**src/sv/bhs_pkg.sv**
```systemverilog
// Package for the bucketed hash set: widths, codes, state types and the
// structs passed between the front end, the job queue and the back end.
// No dependencies.
`timescale 1ns / 1ps

package bhs_pkg;

    // Default geometry
    localparam int BUCKETS_DEF = 11;
    localparam int SLOTS_DEF   = 8;

    // Field widths
    localparam int KEY_W   = 32;
    localparam int IPART_W = 16;
    localparam int CNT_W   = 7;
    localparam int SUM_W   = 23;

    // Bucket field in a queued job covers the largest bucket count (64)
    localparam int BKT_FIELD_W = 6;

    // Saturation limits
    localparam logic [CNT_W-1:0] CNT_MAX = '1;
    localparam logic [SUM_W-1:0] SUM_MAX = '1;

    // Job queue between front and back
    localparam int QUEUE_DEPTH = 2;

    // Action codes
    localparam logic ACT_INSERT = 1'b0;
    localparam logic ACT_SEARCH = 1'b1;

    // Status codes
    localparam logic STAT_OK   = 1'b0;
    localparam logic STAT_FULL = 1'b1;

    typedef enum logic [1:0] {
        F_IDLE,
        F_HASH,
        F_PUSH
    } t_front_state;

    typedef enum logic [1:0] {
        B_IDLE,
        B_FILL,
        B_SCAN,
        B_DONE
    } t_back_state;

    // Classified transaction waiting for the back end
    typedef struct packed {
        logic                   action;
        logic [KEY_W-1:0]       key;
        logic [BKT_FIELD_W-1:0] bucket;
    } t_job;

    // One result transaction
    typedef struct packed {
        logic             found;
        logic             status;
        logic [CNT_W-1:0] entry_total;
        logic [CNT_W-1:0] nonzero_total;
        logic [SUM_W-1:0] integer_sum;
        logic [SUM_W-1:0] even_sum;
        logic [KEY_W-1:0] largest;
        logic [KEY_W-1:0] smallest;
    } t_result;

endpackage

```
**src/sv/bhs_front.sv**
```systemverilog
// Front end: accepts a transaction and computes its bucket, the integer
// part modulo BUCKETS, by reciprocal multiply with a registered quotient.
// Depends on bhs_pkg.
`timescale 1ns / 1ps

module bhs_front #(
    parameter int BUCKETS = bhs_pkg::BUCKETS_DEF
) (
    input  logic                      i_clk,
    input  logic                      i_rst_n,
    input  logic                      i_push,
    output logic                      o_full,
    input  logic                      i_action,
    input  logic [bhs_pkg::KEY_W-1:0] i_key,
    output logic                      o_q_push,
    output bhs_pkg::t_job             o_q_job,
    input  logic                      i_q_full
);

    localparam int RW    = $clog2(BUCKETS);
    localparam int SHIFT = bhs_pkg::IPART_W + RW;
    localparam int MW    = bhs_pkg::IPART_W + 1;
    localparam int PW    = bhs_pkg::IPART_W + MW;
    // Reciprocal of BUCKETS rounded up; exact quotient for any 16-bit part
    localparam logic [MW-1:0] RECIP = MW'(((1 << SHIFT) + BUCKETS - 1) / BUCKETS);

    bhs_pkg::t_front_state r_state, n_state;

    logic                        r_action;
    logic [bhs_pkg::KEY_W-1:0]   r_key;
    logic [bhs_pkg::IPART_W-1:0] r_quo;

    logic                        accept;
    logic [bhs_pkg::IPART_W-1:0] ipart;
    logic [PW-1:0]               quo_prod;
    logic [bhs_pkg::IPART_W-1:0] rem_full;

    assign accept = i_push && !o_full;
    assign ipart  = r_key[bhs_pkg::KEY_W-1:bhs_pkg::KEY_W-bhs_pkg::IPART_W];

    // Quotient by reciprocal, then remainder by multiply and subtract
    assign quo_prod = PW'(ipart) * PW'(RECIP);
    assign rem_full = ipart - r_quo * bhs_pkg::IPART_W'(BUCKETS);

    // Next state
    always_comb begin
        n_state = r_state;
        unique case (r_state)
            bhs_pkg::F_IDLE: begin
                if (accept) n_state = bhs_pkg::F_HASH;
            end
            bhs_pkg::F_HASH: begin
                n_state = bhs_pkg::F_PUSH;
            end
            bhs_pkg::F_PUSH: begin
                if (!i_q_full) n_state = bhs_pkg::F_IDLE;
            end
            default: n_state = bhs_pkg::F_IDLE;
        endcase
    end

    // Outputs
    always_comb begin
        o_full   = (r_state != bhs_pkg::F_IDLE);
        o_q_push = (r_state == bhs_pkg::F_PUSH) && !i_q_full;
    end

    always_comb begin
        o_q_job.action = r_action;
        o_q_job.key    = r_key;
        o_q_job.bucket = bhs_pkg::BKT_FIELD_W'(rem_full);
    end

    always_ff @(posedge i_clk) begin
        if (!i_rst_n) begin
            r_state <= bhs_pkg::F_IDLE;
        end else begin
            r_state <= n_state;
        end
    end

    // Capture and hash datapath
    always_ff @(posedge i_clk) begin
        if (accept) begin
            r_action <= i_action;
            r_key    <= i_key;
        end else if (r_state == bhs_pkg::F_HASH) begin
            r_quo <= bhs_pkg::IPART_W'(quo_prod >> SHIFT);
        end
    end

endmodule

```
**src/sv/bhs_queue.sv**
```systemverilog
// Short job queue between the front end and the back end.
// Depends on bhs_pkg.
`timescale 1ns / 1ps

module bhs_queue (
    input  logic          i_clk,
    input  logic          i_rst_n,
    input  logic          i_push,
    input  bhs_pkg::t_job i_job,
    output logic          o_full,
    input  logic          i_pop,
    output bhs_pkg::t_job o_job,
    output logic          o_empty
);

    localparam int DEPTH = bhs_pkg::QUEUE_DEPTH;
    localparam int PTR_W = (DEPTH > 1) ? $clog2(DEPTH) : 1;
    localparam int CNT_W = $clog2(DEPTH + 1);

    bhs_pkg::t_job    r_entry [DEPTH];
    logic [PTR_W-1:0] r_wr_ptr;
    logic [PTR_W-1:0] r_rd_ptr;
    logic [CNT_W-1:0] r_count;

    logic do_push, do_pop;

    assign o_full  = (r_count == CNT_W'(DEPTH));
    assign o_empty = (r_count == '0);
    assign do_push = i_push && !o_full;
    assign do_pop  = i_pop && !o_empty;
    assign o_job   = r_entry[r_rd_ptr];

    // Pointers and occupancy
    always_ff @(posedge i_clk) begin
        if (!i_rst_n) begin
            r_wr_ptr <= '0;
            r_rd_ptr <= '0;
            r_count  <= '0;
        end else begin
            if (do_push) begin
                r_wr_ptr <= (r_wr_ptr == PTR_W'(DEPTH - 1)) ? '0 : r_wr_ptr + 1'b1;
            end
            if (do_pop) begin
                r_rd_ptr <= (r_rd_ptr == PTR_W'(DEPTH - 1)) ? '0 : r_rd_ptr + 1'b1;
            end
            if (do_push && !do_pop) begin
                r_count <= r_count + 1'b1;
            end else if (do_pop && !do_push) begin
                r_count <= r_count - 1'b1;
            end
        end
    end

    // Entry storage
    always_ff @(posedge i_clk) begin
        if (do_push) begin
            r_entry[r_wr_ptr] <= i_job;
        end
    end

endmodule

```
**src/sv/bhs_back.sv**
```systemverilog
// Back end: bucket fill table, slot memory, running statistics and the
// result register. Depends on bhs_pkg.
`timescale 1ns / 1ps

module bhs_back #(
    parameter int BUCKETS          = bhs_pkg::BUCKETS_DEF,
    parameter int SLOTS_PER_BUCKET = bhs_pkg::SLOTS_DEF
) (
    input  logic             i_clk,
    input  logic             i_rst_n,
    input  logic             i_q_empty,
    input  bhs_pkg::t_job    i_q_job,
    output logic             o_q_pop,
    output bhs_pkg::t_result o_res,
    output logic             o_empty,
    input  logic             i_pop
);

    localparam int BKT_W  = $clog2(BUCKETS);
    localparam int SLOT_W = (SLOTS_PER_BUCKET > 1) ? $clog2(SLOTS_PER_BUCKET) : 1;
    localparam int FILL_W = $clog2(SLOTS_PER_BUCKET + 1);
    localparam int DEPTH  = BUCKETS * SLOTS_PER_BUCKET;
    localparam int ADDR_W = $clog2(DEPTH);
    localparam int KW     = bhs_pkg::KEY_W;
    localparam int IW     = bhs_pkg::IPART_W;
    localparam int CW     = bhs_pkg::CNT_W;
    localparam int SW     = bhs_pkg::SUM_W;

    // Memories
    logic [KW-1:0]     r_slot_mem [DEPTH];
    logic [FILL_W-1:0] r_fill_mem [BUCKETS];
    logic [BUCKETS-1:0] r_fill_vld;

    bhs_pkg::t_back_state r_state, n_state;

    bhs_pkg::t_job     r_job;
    logic [FILL_W-1:0] r_fill_q;
    logic              r_fill_hit;
    logic [FILL_W-1:0] r_fill;
    logic [SLOT_W-1:0] r_idx;
    logic [KW-1:0]     r_slot_q;
    logic              r_found;
    logic              r_status;

    // Statistics
    logic [CW-1:0] r_entry_cnt;
    logic [CW-1:0] r_nonzero_cnt;
    logic [SW-1:0] r_sum;
    logic [SW-1:0] r_even_sum;
    logic [KW-1:0] r_max;
    logic [KW-1:0] r_min;

    bhs_pkg::t_result r_res;
    logic             r_out_vld;

    logic [BKT_W-1:0]  q_bkt, job_bkt;
    logic [ADDR_W-1:0] base_addr, rd_addr, wr_addr;
    logic [SLOT_W-1:0] rd_slot;
    logic [FILL_W-1:0] fill_cur;
    logic [IW-1:0]     ipart;
    logic [SW:0]       sum_ext, even_ext;
    logic              is_insert, bucket_full, slot_hit, scan_last, out_free;
    logic              do_insert, load_out;

    assign q_bkt     = i_q_job.bucket[BKT_W-1:0];
    assign job_bkt   = r_job.bucket[BKT_W-1:0];
    assign base_addr = ADDR_W'(job_bkt * SLOTS_PER_BUCKET);
    assign fill_cur  = r_fill_hit ? r_fill_q : '0;
    assign rd_slot   = (r_state == bhs_pkg::B_FILL) ? '0 : r_idx + 1'b1;
    assign rd_addr   = base_addr + ADDR_W'(rd_slot);
    assign wr_addr   = base_addr + ADDR_W'(fill_cur);
    assign ipart     = r_job.key[KW-1:KW-IW];
    assign is_insert = (r_job.action == bhs_pkg::ACT_INSERT);
    assign bucket_full = (fill_cur >= FILL_W'(SLOTS_PER_BUCKET));
    assign slot_hit  = (r_slot_q == r_job.key);
    assign scan_last = ((FILL_W'(r_idx) + 1'b1) >= r_fill);
    assign out_free  = !r_out_vld || i_pop;
    assign sum_ext   = {1'b0, r_sum} + (SW+1)'(ipart);
    assign even_ext  = {1'b0, r_even_sum} + (SW+1)'(ipart);

    // Next state
    always_comb begin
        n_state = r_state;
        unique case (r_state)
            bhs_pkg::B_IDLE: begin
                if (!i_q_empty) n_state = bhs_pkg::B_FILL;
            end
            bhs_pkg::B_FILL: begin
                if (is_insert || fill_cur == '0) begin
                    n_state = bhs_pkg::B_DONE;
                end else begin
                    n_state = bhs_pkg::B_SCAN;
                end
            end
            bhs_pkg::B_SCAN: begin
                if (slot_hit || scan_last) n_state = bhs_pkg::B_DONE;
            end
            bhs_pkg::B_DONE: begin
                if (out_free) n_state = bhs_pkg::B_IDLE;
            end
            default: n_state = bhs_pkg::B_IDLE;
        endcase
    end

    // Outputs of the sequencer
    always_comb begin
        o_q_pop   = (r_state == bhs_pkg::B_IDLE) && !i_q_empty;
        do_insert = (r_state == bhs_pkg::B_FILL) && is_insert && !bucket_full;
        load_out  = (r_state == bhs_pkg::B_DONE) && out_free;
    end

    always_ff @(posedge i_clk) begin
        if (!i_rst_n) begin
            r_state <= bhs_pkg::B_IDLE;
        end else begin
            r_state <= n_state;
        end
    end

    // Fill table: read every cycle at the head job's bucket
    always_ff @(posedge i_clk) begin
        r_fill_q <= r_fill_mem[q_bkt];
        if (do_insert) begin
            r_fill_mem[job_bkt] <= fill_cur + 1'b1;
        end
    end

    always_ff @(posedge i_clk) begin
        if (!i_rst_n) begin
            r_fill_vld <= '0;
            r_fill_hit <= 1'b0;
        end else begin
            r_fill_hit <= r_fill_vld[q_bkt];
            if (do_insert) r_fill_vld[job_bkt] <= 1'b1;
        end
    end

    // Slot memory: one read and one write port
    always_ff @(posedge i_clk) begin
        r_slot_q <= r_slot_mem[rd_addr];
        if (do_insert) begin
            r_slot_mem[wr_addr] <= r_job.key;
        end
    end

    // Job tracking and scan
    always_ff @(posedge i_clk) begin
        if (o_q_pop) begin
            r_job    <= i_q_job;
            r_found  <= 1'b0;
            r_status <= bhs_pkg::STAT_OK;
        end
        unique case (r_state)
            bhs_pkg::B_FILL: begin
                r_fill <= fill_cur;
                r_idx  <= '0;
                if (is_insert && bucket_full) r_status <= bhs_pkg::STAT_FULL;
            end
            bhs_pkg::B_SCAN: begin
                if (slot_hit) begin
                    r_found <= 1'b1;
                end else begin
                    r_idx <= r_idx + 1'b1;
                end
            end
            bhs_pkg::B_IDLE, bhs_pkg::B_DONE: ;
            default: ;
        endcase
    end

    // Running statistics
    always_ff @(posedge i_clk) begin
        if (!i_rst_n) begin
            r_entry_cnt   <= '0;
            r_nonzero_cnt <= '0;
            r_sum         <= '0;
            r_even_sum    <= '0;
            r_max         <= '0;
            r_min         <= '0;
        end else if (do_insert) begin
            if (r_entry_cnt == '0) begin
                r_max <= r_job.key;
                r_min <= r_job.key;
            end else begin
                if (r_job.key > r_max) r_max <= r_job.key;
                if (r_job.key < r_min) r_min <= r_job.key;
            end
            if (r_entry_cnt != bhs_pkg::CNT_MAX) r_entry_cnt <= r_entry_cnt + 1'b1;
            if (r_job.key != '0 && r_nonzero_cnt != bhs_pkg::CNT_MAX) begin
                r_nonzero_cnt <= r_nonzero_cnt + 1'b1;
            end
            r_sum <= sum_ext[SW] ? bhs_pkg::SUM_MAX : sum_ext[SW-1:0];
            if (!ipart[0]) begin
                r_even_sum <= even_ext[SW] ? bhs_pkg::SUM_MAX : even_ext[SW-1:0];
            end
        end
    end

    // Result register
    always_ff @(posedge i_clk) begin
        if (!i_rst_n) begin
            r_out_vld <= 1'b0;
        end else if (load_out) begin
            r_out_vld <= 1'b1;
        end else if (i_pop) begin
            r_out_vld <= 1'b0;
        end
    end

    always_ff @(posedge i_clk) begin
        if (load_out) begin
            r_res.found         <= r_found;
            r_res.status        <= r_status;
            r_res.entry_total   <= r_entry_cnt;
            r_res.nonzero_total <= r_nonzero_cnt;
            r_res.integer_sum   <= r_sum;
            r_res.even_sum      <= r_even_sum;
            r_res.largest       <= r_max;
            r_res.smallest      <= r_min;
        end
    end

    assign o_res   = r_res;
    assign o_empty = !r_out_vld;

endmodule

```
**src/sv/bucketed_hash_set_with_stats.sv**
```systemverilog
// Bucketed hash set with running statistics: front end (modulo hash),
// two-entry job queue, back end (fill table, slot memory, statistics).
// An insert, or a search of an empty bucket, goes from the fill lookup
// straight to the result; any other search first scans the bucket's slots.
// The front end accepts a new transaction before earlier ones have finished.
// Reset: synchronous, active low; clears all counts, no memory sweep.
`timescale 1ns / 1ps

module bucketed_hash_set_with_stats #(
    parameter int BUCKETS          = bhs_pkg::BUCKETS_DEF,
    parameter int SLOTS_PER_BUCKET = bhs_pkg::SLOTS_DEF
) (
    input  logic                      i_clk,
    input  logic                      i_rst_n,
    input  logic                      push,
    output logic                      full,
    input  logic                      i_action,
    input  logic [bhs_pkg::KEY_W-1:0] i_key,
    output logic                      empty,
    input  logic                      pop,
    output logic                      o_found,
    output logic                      o_status,
    output logic [bhs_pkg::CNT_W-1:0] o_entry_total,
    output logic [bhs_pkg::CNT_W-1:0] o_nonzero_total,
    output logic [bhs_pkg::SUM_W-1:0] o_integer_sum,
    output logic [bhs_pkg::SUM_W-1:0] o_even_sum,
    output logic [bhs_pkg::KEY_W-1:0] o_largest,
    output logic [bhs_pkg::KEY_W-1:0] o_smallest
);

    bhs_pkg::t_job    f_job, q_job;
    bhs_pkg::t_result res;
    logic             q_push, q_full, q_pop, q_empty;

    bhs_front #(
        .BUCKETS (BUCKETS)
    ) u_front (
        .i_clk    (i_clk),
        .i_rst_n  (i_rst_n),
        .i_push   (push),
        .o_full   (full),
        .i_action (i_action),
        .i_key    (i_key),
        .o_q_push (q_push),
        .o_q_job  (f_job),
        .i_q_full (q_full)
    );

    bhs_queue u_queue (
        .i_clk   (i_clk),
        .i_rst_n (i_rst_n),
        .i_push  (q_push),
        .i_job   (f_job),
        .o_full  (q_full),
        .i_pop   (q_pop),
        .o_job   (q_job),
        .o_empty (q_empty)
    );

    bhs_back #(
        .BUCKETS          (BUCKETS),
        .SLOTS_PER_BUCKET (SLOTS_PER_BUCKET)
    ) u_back (
        .i_clk     (i_clk),
        .i_rst_n   (i_rst_n),
        .i_q_empty (q_empty),
        .i_q_job   (q_job),
        .o_q_pop   (q_pop),
        .o_res     (res),
        .o_empty   (empty),
        .i_pop     (pop)
    );

    assign o_found         = res.found;
    assign o_status        = res.status;
    assign o_entry_total   = res.entry_total;
    assign o_nonzero_total = res.nonzero_total;
    assign o_integer_sum   = res.integer_sum;
    assign o_even_sum      = res.even_sum;
    assign o_largest       = res.largest;
    assign o_smallest      = res.smallest;

    // Front never pushes into a full queue
    a_no_overflow: assert property (@(posedge i_clk) disable iff (!i_rst_n)
        q_push |-> !q_full)
        else $error("job pushed into full queue");

    // Back never pops an empty queue
    a_no_underflow: assert property (@(posedge i_clk) disable iff (!i_rst_n)
        q_pop |-> !q_empty)
        else $error("job popped from empty queue");

    // Reported entry count never decreases across results
    a_count_grows: assert property (@(posedge i_clk) disable iff (!i_rst_n)
        (!empty && $past(!empty) && $past(i_rst_n)) |->
            (o_entry_total >= $past(o_entry_total)))
        else $error("entry count went backwards");

endmodule
```
**config.mk**
```make
export PLATFORM = sky130hd
export DESIGN_NAME = bucketed_hash_set_with_stats
export DESIGN_NICKNAME = d
export VERILOG_FILES = /design/src/sv/bhs_pkg.sv /design/src/sv/bhs_front.sv /design/src/sv/bhs_queue.sv /design/src/sv/bhs_back.sv /design/src/sv/bucketed_hash_set_with_stats.sv
export SDC_FILE = /design/constraint.sdc
export NUM_CORES = 2
export LEC_CHECK = 0
export ABC_AREA = 1
export BUFFER_PORTS_ARGS = -buffer_cell sky130_fd_sc_hd__clkbuf_2
export CORE_MARGIN = 5
export CORE_UTILIZATION = 55
export CTS_BUF_LIST = sky130_fd_sc_hd__clkbuf_2 sky130_fd_sc_hd__clkbuf_4 sky130_fd_sc_hd__clkbuf_8
export CTS_CLUSTER_DIAMETER = 60
export CTS_CLUSTER_SIZE = 14
export DETAILED_ROUTE_END_ITERATION = 6
export PLACE_DENSITY = 0.79
export SLEW_MARGIN = 20
export SYNTH_ARGS = -nofsm -noshare
export SYNTH_HDL_FRONTEND = slang
export SYNTH_SLANG_ARGS = --single-unit
```
**constraint.sdc**
```tcl
create_clock -name i_clk -period 8.4 [get_ports i_clk]
set_clock_uncertainty 0.2 [all_clocks]
set_input_delay 0.84 -clock i_clk [delete_from_list [all_inputs] [get_ports i_clk]]
set_output_delay 0.84 -clock i_clk [all_outputs]
set_load 0.02 [all_outputs]
```
==> metrics.md <==
| Metric | Value |
|---|---|
| Syn. warnings | `0` |
| EDFF count, synth | `3,141` |
| Worst-path clk slew | `0.09 ns` |
| CP delay by family, top | `adder cells` |
| Final setup fails | `0` |
| Worst skew pair latency | `1.09 ns` |
| Root Buffer | `clkbuf_8` |
| Boundary pin count | `165` |
| Die Area | `257,000 um^2` |
| Total Power | `55.7 mW` |
| Max stage delay on crit path | `0.87 ns` |
| DR top layer | `met5` |
| Largest net degree at the start of global routing | `245` |
| Share of post-route cells with drive strength above 1 | `0.0830` |
| Synthesized instance count | `10,677` |
| Routed wl met3 | `51,200 um` |
| Starting Density | `0.553` |
| Vias | `90,906` |
| Met2 Wirelength | `172,000 um` |
| Static Leak | `48.0 nW` |
| Period utilization | `0.675` |
| Critical path arrival | `6.26 ns` |
| Synth Cell Area | `136,000 um^2` |
| Die Y | `507 um` |
| Vias in the first global route | `89,079` |
| Commonest non-fill, non-tap cells in the layout | `edfxtp_1 (3,141), nor2_1 (1,996), o21ai_0 (1,527)` |
| Detailed Place HPWL | `209,000 um` |
| Peak supply drop | `0.548 mV` |
| Area delta synth->final | `7.28%` |
| Routed len/inst | `27.2 um` |
| Critical path, cell by cell | `ha_1 -> inv_1 -> fa_1 -> inv_1 -> fa_1 -> fa_1 -> fa_1 -> inv_1 -> fa_1 -> inv_1 -> ha_1 -> nand2_1 -> nor2_1 -> inv_1 -> nor3_1 -> nand3_1 -> o211ai_1 -> xor2_1` |
| Grt total ovfl | `0` |
| Crit Path Category | `flop to flop` |
| Remaining DRCs | `0` |
| R2R depth | `18` |
| # Max-Cap Violations | `0` |
| Global-route wire length before repair | `558,000 um` |
| Row count | `182` |
| Critical path buffer and inverter count | `5` |
| Core area | `246,000 um^2` |
| RSZ-0062 raised after global routing | `false` |
| Number of fillers in the final layout | `18,291` |
| Status | `completed` |
| Pwr Density | `382 nW/um^2` |
| Critical path startpoint category | `flop` |
| Worst setup endpoint | `u_front.r_quo[1]` |
| CTS sink count | `3,325` |
| Num CTS Buffers | `292` |
| Critical path depth in cells | `18` |
| Max-slew headroom | `0.222` |
| Final wirelength | `382,000 um` |
| # H-tree levels | `5` |
| Placer Congestion | `0.905` |
| Pre-antenna DRT Iters | `6` |
| Syn_area_per_cell | `12.7 um^2` |
| Count of nets after finishing | `11,071` |
| Reg2Reg Launch Point | `u_front.r_key[18]` |
| Post CTS Setup Buffer Count | `0` |
| Slowest CP cell | `edfxtp_1` |
| Seq cells post-synth | `3,325` |
| FMAX | `176 MHz` |
| Synth Flop Type | `edfxtp_1` |
| Worst reg-to-reg setup slack | `2.73 ns` |
| Async S/R FF share, synth | `0` |
| Final hold viol count | `0` |
| Commonest non-fill, non-tap cell in the layout | `edfxtp_1` |
| Crit path time final | `5.67 ns` |
| DR vias/cell | `6.47` |
| Critical path required time | `8.99 ns` |
| CTS resizes | `0` |
| Initial DRC Count | `14,530` |
| Synth unique cells | `46` |
| Slew Viols, Final | `0` |
| Setup TNS | `0 ns` |
| Worst R2R End | `u_front.r_quo[1]` |
| CP endpoint kind | `flop` |
| IO buf count | `164` |
| Tot GR Track Use | `0.289` |
| CTS tree | `yes` |
| Clock Path Buffers | `4` |
| Min-Delay Path Class | `input pin to flop` |
| Part of the Yosys area used for sequential elements | `0.721` |
| Chip Width | `507 um` |
| Final ANT Viol Nets | `0` |
| M1 WL | `133,000 um` |
| Max FO, Critical Path | `15` |
| Initial antenna violation count | `11` |
| Synth Net Count | `11,014` |
| Slew @ Worst Pin | `1.17 ns` |
| CP startpoint | `u_front.r_key[18]` |
| # hold bufs at CTS | `35` |
==> registers in the layout (all words and copies together) (netlist names), 16 cells and up, named ones only <==
| register | cells |
|---|---|
| u_back.r_slot_mem | 2816 |
| u_back.o_res | 126 |
| u_queue.r_entry | 74 |
| u_back.r_fill_mem | 44 |
| u_back.r_max | 32 |
| u_back.r_min | 32 |
| u_back.r_slot_q | 32 |
| u_front.r_key | 32 |
| u_back.r_even_sum | 23 |
| u_back.r_sum | 23 |
| u_back.r_job | 17 |
| u_back.ipart | 16 |
==> stage by stage <==
step | instance area [um^2] | utilization | hold slack, ns | std cells | worst slack [ns]
after floorplan | 136000 | - | 0.209 | 10677 | 0.633
after global placement | 141000 | 0.572 | 0.226 | 13624 | 2.74
after detailed placement | 141000 | 0.572 | 0.232 | 13624 | 2.79
after CTS | 146000 | 0.593 | 0.0960 | 14040 | 2.73
after global routing | 146000 | 0.593 | 0.206 | 14042 | 2.45
final | 146000 | 0.593 | 0.196 | 14042 | 2.73
==> cell usage after synthesis, types with 14 or more instances <==
cell | instances | area, um^2
o21ai_0 | 1527 | 7640
o21ai_1 | 71 | 355
fa_1 | 83 | 1660
nand3_1 | 475 | 2380
o211ai_1 | 461 | 3460
a31oi_1 | 14 | 87.6
buf_1 | 27 | 101
xnor2_1 | 40 | 350
nand4_1 | 27 | 169
dfxtp_1 | 184 | 3680
a21oi_1 | 195 | 976
nor3_1 | 43 | 215
edfxtp_1 | 3141 | 94300
buf_2 | 193 | 966
nand2_1 | 620 | 2330
buf_4 | 17 | 128
xor2_1 | 39 | 342
clkbuf_1 | 422 | 1580
o221ai_1 | 258 | 2260
inv_1 | 382 | 1430
o22ai_1 | 70 | 438
nor2_1 | 2092 | 7850
ha_1 | 217 | 2720
==> layout make-up <==
| class | instances | area (um^2) | area share |
|---|---|---|---|
| sequential | 3325 | 98000 | 0.672 |
| multi-input combinational | 6294 | 34500 | 0.236 |
| clock buffer | 361 | 4580 | 0.0314 |
| tap | 3220 | 4030 | 0.0276 |
| timing repair buffer | 426 | 3110 | 0.0213 |
| inverter | 395 | 1510 | 0.0104 |
| clock inverter | 20 | 183 | 0.00125 |
| antenna | 1 | 2.50 | 0.0000171 |
==> cells by family (layout without fill, tap and decap cells) <==
| logic type | Yosys count | after routing | synth area share |
|---|---|---|---|
| buffers and inverters | 1058 | 1202 | 0.0317 |
| DFF | 3325 | 3325 | 0.721 |
| adders and majority gates | 300 | 300 | 0.0322 |
| other | 0 | 1 | 0 |
| AOI/OAI and AO/OA | 2629 | 2629 | 0.114 |
| xor gates and xnor gates | 79 | 79 | 0.00509 |
| and+or+nand+nor | 3286 | 3286 | 0.0969 |
==> worst register-to-register path: stages, from the launching register on <==
cell	delay, ns
edfxtp_1	0.87
ha_1	0.29
inv_1	0.06
fa_1	0.51
inv_1	0.06
fa_1	0.51
fa_1	0.46
fa_1	0.53
inv_1	0.06
fa_1	0.47
inv_1	0.05
ha_1	0.31
nand2_1	0.11
nor2_1	0.14
inv_1	0.08
nor3_1	0.24
nand3_1	0.12
o211ai_1	0.21
xor2_1	0.09
==> where the power goes <==
group	leakage (nW)	internal, mW	switching [mW]
logic	15.7	6.65	19.2
clock network	2.49	3.57	5.15
registers	29.8	20.6	0.474
total	48.0	30.9	24.9
==> routing by layer <==
metal | vias up | GRT usage
met2 | 6550 | 0.444
met3 | 1117 | 0.0699
li1 | 38942 | -
met4 | 2 | 0.169
met1 | 44295 | 0.378
met5 | - | 0
==> worst min path at each step <==
stage | startpoint | end | slack, ns | cells after the start
global route | i_key[0] | u_front.r_key[0] | 0.21 | 2
finish | i_rst_n | u_back.r_entry_cnt[4] | 0.20 | 3
floorplan | u_back.r_status | u_back.o_res[124] | 0.21 | 0
CTS | i_rst_n | u_back.r_entry_cnt[4] | 0.1 | 3
detailed placement | u_back.r_found | u_back.o_res[125] | 0.23 | 0
global placement | u_back.r_found | u_back.o_res[125] | 0.23 | 0
Note: power is estimated with default switching activity, not from simulation.
